File: config.mk
export PLATFORM = sky130hd
export DESIGN_NAME = image_format_sniffer_unit
export DESIGN_NICKNAME = d
export VERILOG_FILES = /design/src/rtl/isf_pkg.sv /design/src/rtl/isf_magic.sv /design/src/rtl/isf_chunk_walk.sv /design/src/rtl/image_format_sniffer_unit.sv
export SDC_FILE = /design/constraint.sdc
export NUM_CORES = 1
export LEC_CHECK = 0
export ABC_CLOCK_PERIOD_IN_PS = 5000
export BUFFER_PORTS_ARGS = -buffer_cell sky130_fd_sc_hd__buf_2
export CAP_MARGIN = 20
export CORE_MARGIN = 2
export CORE_UTILIZATION = 60
export CTS_BUF_LIST = sky130_fd_sc_hd__clkbuf_2 sky130_fd_sc_hd__clkbuf_4 sky130_fd_sc_hd__clkbuf_8
export CTS_CLUSTER_SIZE = 28
export DETAILED_ROUTE_END_ITERATION = 7
export PLACE_DENSITY = 0.86
export REMOVE_ABC_BUFFERS = 1
export SLEW_MARGIN = 20
export SYNTH_ARGS = -nofsm -noshare
export SYNTH_HDL_FRONTEND = slang
export SYNTH_SLANG_ARGS = --single-unit
File: constraint.sdc
create_clock -name clk -period 5 [get_ports clk]
set_input_delay 0.75 -clock clk [delete_from_list [all_inputs] [get_ports clk]]
set_output_delay 0.75 -clock clk [all_outputs]
set_load 0.005 [all_outputs]
File: src/rtl/isf_pkg.sv
// shared constants, types and the chromaticity table of the image format sniffer
package isf_pkg;

	localparam logic [2:0] KIND_UNKNOWN = 3'd0;
	localparam logic [2:0] KIND_EXR     = 3'd1;
	localparam logic [2:0] KIND_PNG     = 3'd2;
	localparam logic [2:0] KIND_JPEG    = 3'd3;
	localparam logic [2:0] KIND_HDR     = 3'd4;

	localparam logic [31:0] EXR_MAGIC_A = 32'h0131_2F76;
	localparam logic [31:0] EXR_MAGIC_B = 32'h762F_3101;

	localparam logic [31:0] ID_SRGB = 32'h7352_4742;
	localparam logic [31:0] ID_GAMA = 32'h6741_4D41;
	localparam logic [31:0] ID_CHRM = 32'h6348_524D;

	localparam logic [31:0] GAMMA_LOW  = 32'd45452;
	localparam logic [31:0] GAMMA_HIGH = 32'd45457;

	typedef struct packed {
		logic [2:0] kind;
		logic       lin;
		logic       is_png;
	} isf_magic_t;

	// one byte of the big-endian srgb chromaticity words, by data byte index
	function automatic logic [7:0] chrm_byte(input logic [4:0] idx);
		logic [31:0] word;
		begin
			unique case (idx[4:2])
				3'd0: word = 32'd31270;
				3'd1: word = 32'd32900;
				3'd2: word = 32'd64000;
				3'd3: word = 32'd33000;
				3'd4: word = 32'd30000;
				3'd5: word = 32'd60000;
				3'd6: word = 32'd15000;
				default: word = 32'd6000;
			endcase
			unique case (idx[1:0])
				2'd0: chrm_byte = word[31:24];
				2'd1: chrm_byte = word[23:16];
				2'd2: chrm_byte = word[15:8];
				default: chrm_byte = word[7:0];
			endcase
		end
	endfunction

endpackage

File: src/rtl/isf_magic.sv
// leading byte capture and magic number checks
module isf_magic (
	input  logic              clk,
	input  logic              arst_n,
	input  logic              beat,
	input  logic [7:0]        data_byte,
	input  logic              last_byte,
	output logic              chunk_en,
	output isf_pkg::isf_magic_t magic
);
	import isf_pkg::*;

	localparam logic [3:0] HEAD_DEPTH = 4'd10;

	logic [7:0] head_q  [HEAD_DEPTH];
	logic [7:0] head_nx [HEAD_DEPTH];
	logic [3:0] pos_q;
	logic [3:0] pos_nx;
	logic [31:0] exr_word;
	logic is_exr, is_png, is_jpeg, is_hdr;

	assign chunk_en = (pos_q >= 4'd8);
	assign pos_nx   = (pos_q < HEAD_DEPTH) ? pos_q + 4'd1 : pos_q;

	always_comb begin
		for (int i = 0; i < HEAD_DEPTH; i++) begin
			head_nx[i] = head_q[i];
		end
		if (pos_q < HEAD_DEPTH) begin
			head_nx[pos_q] = data_byte;
		end
	end

	assign exr_word = {head_nx[3], head_nx[2], head_nx[1], head_nx[0]};
	assign is_exr = (pos_nx >= 4'd4) && (exr_word == EXR_MAGIC_A || exr_word == EXR_MAGIC_B);
	assign is_png = (pos_nx >= 4'd8) && head_nx[0] == 8'h89 && head_nx[1] == 8'h50 &&
		head_nx[2] == 8'h4E && head_nx[3] == 8'h47 && head_nx[4] == 8'h0D &&
		head_nx[5] == 8'h0A && head_nx[6] == 8'h1A && head_nx[7] == 8'h0A;
	assign is_jpeg = (pos_nx >= 4'd3) && head_nx[0] == 8'hFF && head_nx[1] == 8'hD8 &&
		head_nx[2] == 8'hFF;
	// "#?RGBE" or "#?RADIANCE"
	assign is_hdr = (pos_nx >= HEAD_DEPTH) && head_nx[0] == 8'h23 && head_nx[1] == 8'h3F &&
		head_nx[2] == 8'h52 &&
		((head_nx[3] == 8'h47 && head_nx[4] == 8'h42 && head_nx[5] == 8'h45) ||
		 (head_nx[3] == 8'h41 && head_nx[4] == 8'h44 && head_nx[5] == 8'h49 &&
		  head_nx[6] == 8'h41 && head_nx[7] == 8'h4E && head_nx[8] == 8'h43 &&
		  head_nx[9] == 8'h45));

	always_comb begin
		magic = '0;
		priority if (is_exr) begin
			magic.kind = KIND_EXR;
			magic.lin  = 1'b1;
		end else if (is_png) begin
			magic.kind   = KIND_PNG;
			magic.is_png = 1'b1;
		end else if (is_jpeg) begin
			magic.kind = KIND_JPEG;
		end else if (is_hdr) begin
			magic.kind = KIND_HDR;
			magic.lin  = 1'b1;
		end else begin
			magic.kind = KIND_UNKNOWN;
		end
	end

	always_ff @(posedge clk) begin
		if (beat) begin
			head_q <= head_nx;
		end
	end

	always_ff @(posedge clk or negedge arst_n) begin
		if (!arst_n) begin
			pos_q <= '0;
		end else if (beat) begin
			pos_q <= last_byte ? 4'd0 : pos_nx;
		end
	end

endmodule

File: src/rtl/isf_chunk_walk.sv
// png chunk walker: tracks srgb, gama and chrm chunks after the signature
module isf_chunk_walk (
	input  logic       clk,
	input  logic       arst_n,
	input  logic       beat,
	input  logic       chunk_en,
	input  logic [7:0] data_byte,
	input  logic       last_byte,
	output logic       png_srgb
);
	import isf_pkg::*;

	localparam logic [1:0] PH_LEN   = 2'd0;
	localparam logic [1:0] PH_IDENT = 2'd1;
	localparam logic [1:0] PH_DATA  = 2'd2;

	logic [1:0]  phase_q, phase_nx;
	logic [32:0] cnt_q, cnt_nx, cnt_p1;
	logic [31:0] len_q, len_nx;
	logic [31:0] ident_q, ident_nx;
	logic [31:0] gamma_q, gamma_nx;
	logic seen_q, seen_nx, match_q, match_nx;
	logic found_q, found_nx, pend_q, pend_nx;
	logic [7:0] want;
	logic chunk_end, complete;

	assign cnt_p1    = cnt_q + 33'd1;
	assign chunk_end = (cnt_p1 >= ({1'b0, len_q} + 33'd4));
	assign want      = chrm_byte(cnt_q[4:0]);

	always_comb begin
		phase_nx = phase_q;
		cnt_nx   = cnt_q;
		len_nx   = len_q;
		ident_nx = ident_q;
		gamma_nx = gamma_q;
		seen_nx  = seen_q;
		match_nx = match_q;
		found_nx = found_q;
		pend_nx  = pend_q;
		if (chunk_en) begin
			unique case (phase_q)
				PH_IDENT: begin
					ident_nx = (cnt_q == '0) ? {24'd0, data_byte} : {ident_q[23:0], data_byte};
					if (cnt_q >= 33'd3) begin
						phase_nx = PH_DATA;
						cnt_nx   = '0;
						pend_nx  = (ident_nx == ID_SRGB);
					end else begin
						cnt_nx = cnt_p1;
					end
				end
				PH_DATA: begin
					if (pend_q) begin
						found_nx = 1'b1;
					end
					pend_nx = 1'b0;
					if (ident_q == ID_GAMA && cnt_q < 33'd4) begin
						gamma_nx = (cnt_q == '0) ? {24'd0, data_byte} : {gamma_q[23:0], data_byte};
					end
					if (ident_q == ID_CHRM && cnt_q < 33'd32) begin
						if (cnt_q == '0) begin
							seen_nx  = 1'b1;
							match_nx = (data_byte == want);
						end else if (data_byte != want) begin
							match_nx = 1'b0;
						end
					end
					if (chunk_end) begin
						// chrm chunk too short to hold all eight words
						if (ident_q == ID_CHRM && cnt_p1 < 33'd32) begin
							match_nx = 1'b0;
						end
						phase_nx = PH_LEN;
						cnt_nx   = '0;
					end else begin
						cnt_nx = cnt_p1;
					end
				end
				default: begin
					len_nx = (cnt_q == '0) ? {24'd0, data_byte} : {len_q[23:0], data_byte};
					if (cnt_q >= 33'd3) begin
						phase_nx = PH_IDENT;
						cnt_nx   = '0;
					end else begin
						phase_nx = PH_LEN;
						cnt_nx   = cnt_p1;
					end
				end
			endcase
		end
	end

	// file ending inside a chrm chunk's table means no match
	assign complete = match_nx &&
		!(phase_nx == PH_DATA && ident_nx == ID_CHRM && cnt_nx < 33'd32);
	assign png_srgb = found_nx ||
		(gamma_nx > GAMMA_LOW && gamma_nx < GAMMA_HIGH && seen_nx && complete);

	always_ff @(posedge clk or negedge arst_n) begin
		if (!arst_n) begin
			phase_q <= PH_LEN;
			cnt_q   <= '0;
			len_q   <= '0;
			ident_q <= '0;
			gamma_q <= '0;
			seen_q  <= 1'b0;
			match_q <= 1'b0;
			found_q <= 1'b0;
			pend_q  <= 1'b0;
		end else if (beat) begin
			if (last_byte) begin
				phase_q <= PH_LEN;
				cnt_q   <= '0;
				len_q   <= '0;
				ident_q <= '0;
				gamma_q <= '0;
				seen_q  <= 1'b0;
				match_q <= 1'b0;
				found_q <= 1'b0;
				pend_q  <= 1'b0;
			end else begin
				phase_q <= phase_nx;
				cnt_q   <= cnt_nx;
				len_q   <= len_nx;
				ident_q <= ident_nx;
				gamma_q <= gamma_nx;
				seen_q  <= seen_nx;
				match_q <= match_nx;
				found_q <= found_nx;
				pend_q  <= pend_nx;
			end
		end
	end

endmodule

File: src/rtl/image_format_sniffer_unit.sv
// top level of the image format sniffer: input stage, checks and result register
//
// channel   dir  tdata bits (low first)                          tlast
// s_axis    in   data_byte[7:0]                                   last_byte
// m_axis    out  recognized[0], file_kind[3:1], color_space[4]    -
//
// one byte per cycle but for the stall below; each byte is registered in the input stage, and the result
// of a file appears on m_axis the cycle after its last byte leaves that stage.
// non-last bytes never stall; a last byte waits in the input stage only while
// an earlier result is still held on m_axis.
// reset clears the input stage valid, the result valid and the file tracking state but for the captured head bytes.
module image_format_sniffer_unit (
	input  logic       clk,
	input  logic       arst_n,
	input  logic       s_axis_tvalid,
	output logic       s_axis_tready,
	input  logic [7:0] s_axis_tdata,   // data_byte[7:0]
	input  logic       s_axis_tlast,
	output logic       m_axis_tvalid,
	input  logic       m_axis_tready,
	output logic [7:0] m_axis_tdata    // recognized, file_kind[2:0], color_space, zero pad
);
	import isf_pkg::*;

	logic       valid_s1;
	logic [7:0] data_s1;
	logic       last_s1;
	logic       adv;
	logic       chunk_en;
	logic       png_srgb;
	isf_magic_t magic;
	logic [2:0] kind_q;
	logic       lin_q;

	assign adv = valid_s1 && (!last_s1 || !m_axis_tvalid || m_axis_tready);
	assign s_axis_tready = !valid_s1 || adv;

	always_ff @(posedge clk or negedge arst_n) begin
		if (!arst_n) begin
			valid_s1 <= 1'b0;
		end else if (s_axis_tready) begin
			valid_s1 <= s_axis_tvalid;
		end
	end

	always_ff @(posedge clk) begin
		if (s_axis_tvalid && s_axis_tready) begin
			data_s1 <= s_axis_tdata;
			last_s1 <= s_axis_tlast;
		end
	end

	isf_magic u_magic (
		.clk       (clk),
		.arst_n    (arst_n),
		.beat      (adv),
		.data_byte (data_s1),
		.last_byte (last_s1),
		.chunk_en  (chunk_en),
		.magic     (magic)
	);

	isf_chunk_walk u_walk (
		.clk       (clk),
		.arst_n    (arst_n),
		.beat      (adv),
		.chunk_en  (chunk_en),
		.data_byte (data_s1),
		.last_byte (last_s1),
		.png_srgb  (png_srgb)
	);

	always_ff @(posedge clk or negedge arst_n) begin
		if (!arst_n) begin
			m_axis_tvalid <= 1'b0;
		end else if (adv && last_s1) begin
			m_axis_tvalid <= 1'b1;
		end else if (m_axis_tready) begin
			m_axis_tvalid <= 1'b0;
		end
	end

	always_ff @(posedge clk) begin
		if (adv && last_s1) begin
			kind_q <= magic.kind;
			lin_q  <= magic.is_png ? !png_srgb : magic.lin;
		end
	end

	assign m_axis_tdata = {3'b000, lin_q, kind_q, (kind_q != KIND_UNKNOWN)};

	// a result only ever follows a last byte leaving the input stage
	a_result_from_last: assert property (@(posedge clk) disable iff (!arst_n)
		$rose(m_axis_tvalid) |-> $past(adv && last_s1))
		else $error("result appeared without a last byte");

	// input stalls only behind a held result
	a_stall_cause: assert property (@(posedge clk) disable iff (!arst_n)
		!s_axis_tready |-> (valid_s1 && last_s1 && m_axis_tvalid && !m_axis_tready))
		else $error("input stalled without a pending result");

	// a presented result carries a defined kind code
	a_kind_range: assert property (@(posedge clk) disable iff (!arst_n)
		m_axis_tvalid |-> (kind_q == KIND_UNKNOWN || kind_q == KIND_EXR || kind_q == KIND_PNG ||
			kind_q == KIND_JPEG || kind_q == KIND_HDR))
		else $error("result kind out of range");

	// unknown and jpeg files are always reported as srgb
	a_srgb_kinds: assert property (@(posedge clk) disable iff (!arst_n)
		(m_axis_tvalid && (kind_q == KIND_UNKNOWN || kind_q == KIND_JPEG)) |-> !lin_q)
		else $error("unknown or jpeg result marked linear");

endmodule

* Yosys cells after proc, flatten, opt, wreduce, memory -nomap -nowiden
Cells that the tools add are included.
Word-level totals: register bits after elaboration 234, output and inout bits 10, word-level logic and storage cells 215
Operators by class: order comparisons 16, bitwise gates (word level) 1, eq/ne operators 44, add/subtract/negate cells 3, muxes and demuxes 65, reduce and logical (&&, ||, !) cells 59
Operators with widths (number):
- $mux 32 | 13
- $mux 33 | 5
- $eq 32x31->1 const B | 5
- $pmux 16 s7 | 1
- $eq 8x7->1 const B | 13
- $lt 33x6->1 const B | 3
- $bwmux 80 | 1
- $mux 80 | 1
- $logic_and 1x1->1 | 37
- $add 32x3->33 const B | 1
- $add 33x1->33 const B | 1
- $ge 33x2->1 const B | 1
- $ge 33x33->1 | 1
- $logic_not 33->1 | 1
- $lt 33x3->1 const B | 1
- $demux 8 s4 | 1
- $eq 32x25->1 const B | 1
- $eq 8x8->1 const B | 4
- $gt 32x16->1 const B | 1
- $lt 32x16->1 const B | 1
- $mux 1 | 30
- $eq 8x4->1 const B | 3
- $pmux 8 s3 | 1
- $eq 8x6->1 const B | 2
- other kinds (34) | 59

* Logic depth before layout (Yosys ltp)
depth after elaboration 21, depth in mapped cells 20, mapped depth without buffers 18

* Hierarchy
Synthesis repeated with hierarchy kept, for this count alone.
Second synthesis, totals: cell total of the unflattened synthesis 1444, area, all modules 14405.1 µm²
Modules (own cells, without submodules):
- isf_chunk_walk | instances 1, cells each 1019, sequential area each 3378.2 µm², area an instance 9092.5 µm²
- isf_magic | instances 1, cells each 394, sequential area each 2502.4 µm², area an instance 4762.1 µm²
- image_format_sniffer_unit | instances 1, cells each 31, sequential area each 440.4 µm², area an instance 550.5 µm²

* Worst setup path before layout
Ideal clock, no wire load.
kind register -> register, start point register u_walk.cnt_q[0], end point register lin_q (data pin), setup slack 0.581 ns, setup time 0.274 ns, arrival time 4.145 ns, cell stages (with the launch flop) 18, buffers on the path 2, period minus slack after synthesis 4.419 ns, cells stage by stage dfrtp_1 > ha_1 > nand3_4 > or3_1 > buf_2 > or4_1 > xnor2_1 > ha_1 > a21o_1 > a21o_1 > a21oi_1 > nor2_1 > a311oi_2 > mux2i_2 > or2_0 > buf_2 > a2111oi_2 > o221ai_1
Between the ends: longest elaborated chain between the ends 15
Ends and longest elaborated chain:
- start, declared | line isf_chunk_walk.sv:18 | logic [32:0] cnt_q, cnt_nx, cnt_p1;
- start signal, assigned | line isf_chunk_walk.sv:124 | cnt_q <= cnt_nx;
- parallel branches: the longest is 11 deep, another holds $add 33x1->33
- $logic_and 1x1->1 (*) | line isf_chunk_walk.sv:98 | (gamma_nx > GAMMA_LOW && gamma_nx < GAMMA_HIGH && seen_nx && complete);
- $logic_or 1x1->1 (*) | line isf_chunk_walk.sv:97 | assign png_srgb = found_nx ||
- $logic_not 1->1 (*) | line image_format_sniffer_unit.sv:86 | lin_q <= magic.is_png ? !png_srgb : magic.lin;
- $mux 1 (*) | line image_format_sniffer_unit.sv:86
- end signal, assigned | line image_format_sniffer_unit.sv:86
- end, declared | line image_format_sniffer_unit.sv:33 | logic lin_q;
Every way passes the cells marked *. A chain may end at the register's enable or synchronous reset.

* Worst setup path after layout
start point register u_walk.cnt_q[1], end point register u_walk.cnt_q[28]
Between the ends: longest elaborated chain between the ends 6
Ends and longest elaborated chain:
- $add 33x1->33 | line isf_chunk_walk.sv:27 | assign cnt_p1 = cnt_q + 33'd1;
- $ge 33x33->1 | line isf_chunk_walk.sv:28 | assign chunk_end = (cnt_p1 >= ({1'b0, len_q} + 33'd4));
- $mux 33 | line isf_chunk_walk.sv:69 | if (chunk_end) begin
- $mux 33 (*)
- $mux 33 (*) | line isf_chunk_walk.sv:41 | if (chunk_en) begin
- $mux 33 (*) | line isf_chunk_walk.sv:112 | if (last_byte) begin
Every way passes the cells marked *; elsewhere a longest branch is shown, timed or not.

==> metrics.log <==
[metrics] status: finished clean
[metrics] synth-to-layout area growth: 8.53%
[metrics] worst-case headroom to the max-slew limit: 0.341
[metrics] DRT Wirelength: 37000 um
[metrics] clock tree from TritonCTS: done
[metrics] total number of yosys warnings: 0
[metrics] count of different cell masters after synthesis: 82
[metrics] Crit path arrival time: 5.23 ns
[metrics] slew at the pin with the worst max-slew slack: 0.989 ns
[metrics] ranking of synthesized cells by instance count: 141 x sky130_fd_sc_hd__dfrtp_1, 136 x sky130_fd_sc_hd__nand2_1, 94 x sky130_fd_sc_hd__o21ai_0
[metrics] worst hold slack across all endpoints: 0.260 ns
[metrics] Clk Tree Root Cell: sky130_fd_sc_hd__clkbuf_8
[metrics] via count of the first global-routing pass: 11500
[metrics] mean post-synth cell area: 9.66 um2
[metrics] power per cell area: 318 nW/um2
[metrics] First DRT Iteration DRCs: 1343
[metrics] total global routing overflow: 0
[metrics] compound-gate portion of the synthesized area: 0.152
[metrics] cell with the most instances after synthesis: sky130_fd_sc_hd__dfrtp_1
[metrics] Num Clock Sinks: 234
[metrics] fraction of the mapped netlist area in simple logic gates: 0.209
[metrics] CORE AREA: 23300 um2
[metrics] path class of the lowest-slack min-delay path: primary input to asynchronous set/reset pin
[metrics] final RePlAce weighted congestion: 0.940
[metrics] H-tree Lvls: 2
[metrics] leakage power figure: 6.23 nW
[metrics] Cell Area, Synth: 14100 um2
[metrics] remaining antenna violation count after routing: 0
[metrics] area of placed instances: 14500 um2
[metrics] total vias in the final route: 11900
[metrics] IR Drop Worst-Case VDD: 255 uV
[metrics] reported max-cap violation count: 0
[metrics] wire length per cell after detailed routing: 20.5 um
[metrics] synthesis-stage register bit count: 234
[metrics] half-perimeter wire length of the detailed placement result: 25000 um
[metrics] sequential-to-total area share from yosys stat: 0.449
[metrics] number of I/O pins: 23
[metrics] share of final-layout standard cells stronger than drive strength 1: 0.145
[metrics] post-synthesis share of cell area spent on full adders, half adders and majority gates: 0.0365
[metrics] Die Area: 24700 um2
[metrics] Total Power Consumption: 4.85 mW
[metrics] critical path capture point type: flip-flop
[metrics] Port Buf Inserts: 19
[metrics] largest area contributor in the netlist: sky130_fd_sc_hd__dfrtp_1
[metrics] Req. time, crit path: 5.48 ns
[metrics] cells traversed along the worst timing path: ha_1 > nand3_4 > or3_1 > or4_1 > xnor2_1 > ha_1 > a21o_1 > a21o_1 > a21oi_1 > nor2_1 > a311oi_2 > mux2i_2 > or3_1 > or3_1 > o21ai_1
[metrics] Final Max Tran Viols: 0
[metrics] Final Instance Area: 15300 um2
[metrics] DR DRC count: 0
[metrics] Setup Viol. Count Final: 0
[metrics] Critical Path Most Common Cell: sky130_fd_sc_hd__or3_1
[metrics] antenna violations before repair: 1
[metrics] number of nets in the layout: 1512
[metrics] post-CTS clock slew at the launch and capture registers of the worst setup and hold paths: 0.06 ns
[metrics] total iterations of the first detailed-routing run: 6
[metrics] fmax: 211 MHz
[metrics] portion of netlist area occupied by mux cells: 0.0688
[metrics] Critical Path Start Type: flip-flop
[metrics] cell count after synthesis: 1456
[metrics] Tcrit/Tclk final: 0.949
[metrics] dominant combinational cell family by area after synthesis: simple AND/OR/NAND/NOR gates
[metrics] die height: 157 um
[metrics] share of flip-flops with an asynchronous set or reset after synthesis: 0.603
[metrics] die boundary width: 157 um
[metrics] wire length of the first global-routing pass: 59600 um
[metrics] number of post-CTS setup repair buffers: 0
[metrics] minimum period implied by the final worst setup slack: 4.74 ns
[metrics] Site Rows: 56
[metrics] highest cell delay on the worst timing path: 0.62 ns
[metrics] Max stage delay cell, worst path: sky130_fd_sc_hd__or4_1
[metrics] maximum fanout along the worst path: 11
[metrics] top cell type's share of synthesized area: 0.251
[metrics] setup repair after global routing missed its margin: no
[metrics] number of synthesized flops with an enable pin: 93
[metrics] final worst-path setup slack: 0.256 ns
[metrics] Worst Clk Skew: 0.0604 ns
[metrics] clock latency on the worst-skew pair: 0.59 ns
[metrics] critical setup path kind: flip-flop to flip-flop
[metrics] Total Neg Setup Slack: 0 ns
[metrics] number of antenna diodes: 0
[metrics] largest buffer count on any clock path: 3
[metrics] number of buffers added by the clock tree synthesis step: 40
[metrics] effective utilization at floorplan: 0.605
[metrics] DP Worst Slack: 0.367 ns
[metrics] number of failing hold endpoints at the final stage: 0
[metrics] share of the synthesized netlist area taken by xor and xnor gates: 0.0380
[metrics] total global-route track usage: 0.303
[metrics] number of vias per cell after detailed routing: 6.57
[metrics] maximum number of pins on one net before global-route repair: 94
[metrics] leading cell types by total area after synthesis: sky130_fd_sc_hd__dfrtp_1 25%, sky130_fd_sc_hd__edfxtp_1 20%, sky130_fd_sc_hd__mux2_2 4.7%, sky130_fd_sc_hd__ha_1 3.6%, sky130_fd_sc_hd__nand2_1 3.6%
[metrics] ys flop type: sky130_fd_sc_hd__dfrtp_1
worst max-delay path, delay by kind of cell (launching register included):
kind                       cells  cell delay (ns)
and+or+nand+nor                6             2.24
AOI/OAI and AO/OA              5             1.03
adders and majority gates      2             0.57
DFF                            1             0.44
muxes                          1             0.20
xor gates and xnor gates       1             0.17
metal layers:
layer / global-route usage / vias to the layer above / wire (um)
met1: 0.390 / 5807 / 14700
li1: - / 5392 / -
met2: 0.496 / 555 / 17700
met4: 0.150 / 2 / 1680
met3: 0.0556 / 125 / 2990
met5: 0 / - / 16
cell usage in the layout, fill, tap and decap left out, types with 41 or more instances in the layout:
cell,instances
sky130_fd_sc_hd__a22o_1,49
sky130_fd_sc_hd__mux2_2,59
sky130_fd_sc_hd__dfrtp_1,140
sky130_fd_sc_hd__nand2_1,135
sky130_fd_sc_hd__ha_1,41
sky130_fd_sc_hd__a21oi_1,70
sky130_fd_sc_hd__edfxtp_1,93
sky130_fd_sc_hd__nor2_1,75
sky130_fd_sc_hd__inv_1,67
sky130_fd_sc_hd__clkbuf_8,43
sky130_fd_sc_hd__o21ai_0,94
sky130_fd_sc_hd__nand3_1,45
sky130_fd_sc_hd__nand4_1,45
cell type report:
class	instances	area (um2)
clock buffers	57	697
flip-flops and latches	234	6320
repair buffers	56	379
clock inverters	15	91.3
well taps	319	399
fillers	1807	7990
inverters	69	260
multi-input cells	1057	7120
power by group:
group / leakage [nW] / total [mW] / internal (mW) / switching (mW)
clock: 0.418 / 1.74 / 0.908 / 0.828
sequential: 2.86 / 2.31 / 2.18 / 0.127
combinational: 2.95 / 0.811 / 0.290 / 0.521
sequential cells by signal (all words and copies together), names as in the netlist:
name / cells
u_magic.head_q: 80
u_walk.cnt_q: 33
u_walk.gamma_q: 32
u_walk.ident_q: 32
u_walk.len_q: 32
data_s1: 8
u_magic.pos_q: 4
kind_q: 3
u_walk.phase_q: 2
last_s1: 1
lin_q: 1
m_axis_tvalid: 1
u_walk.found_q: 1
u_walk.match_q: 1
u_walk.pend_q: 1
u_walk.seen_q: 1
valid_s1: 1
timing repair:
item | CTS | global route
hold buffers | 0 | 0
gates resized for setup | 0 | 3
setup endpoints to repair | 0 | 6
path summary, 6_finish.rpt:
| path | depth (start not counted) | slack (ns) | end | from |
|---|---|---|---|---|
| min in group clk | 1 | 0.35 | data_s1[0] | s_axis_tdata[0] |
| setup / recovery | 15 | 0.26 | u_walk.cnt_q[28] | u_walk.cnt_q[1] |
| hold / removal | 1 | 0.26 | u_walk.cnt_q[5] | arst_n |
| max in group asynchronous | 2 | 3.52 | u_walk.gamma_q[20] | arst_n |
| setup reg to reg | 15 | 0.26 | u_walk.cnt_q[28] | u_walk.cnt_q[1] |
| hold reg to reg | 2 | 0.50 | u_walk.gamma_q[26] | u_walk.gamma_q[26] |
metrics by stage:
step           utilization  instances
3_3_place_gp         0.622       1735
2_1_floorplan            -       1360
6_report             0.656       1807
3_5_place_dp         0.622       1735
4_1_cts              0.656       1807
5_1_grt              0.656       1807
cells by family after synthesis:
kind of cell	count (synthesis)
xor+xnor	61
simple gates	538
compound gates	325
buf+inv	167
mux	89
flops	234
other cells	1
fa+ha+maj	41
Note: power is estimated with default switching activity, not from simulation.
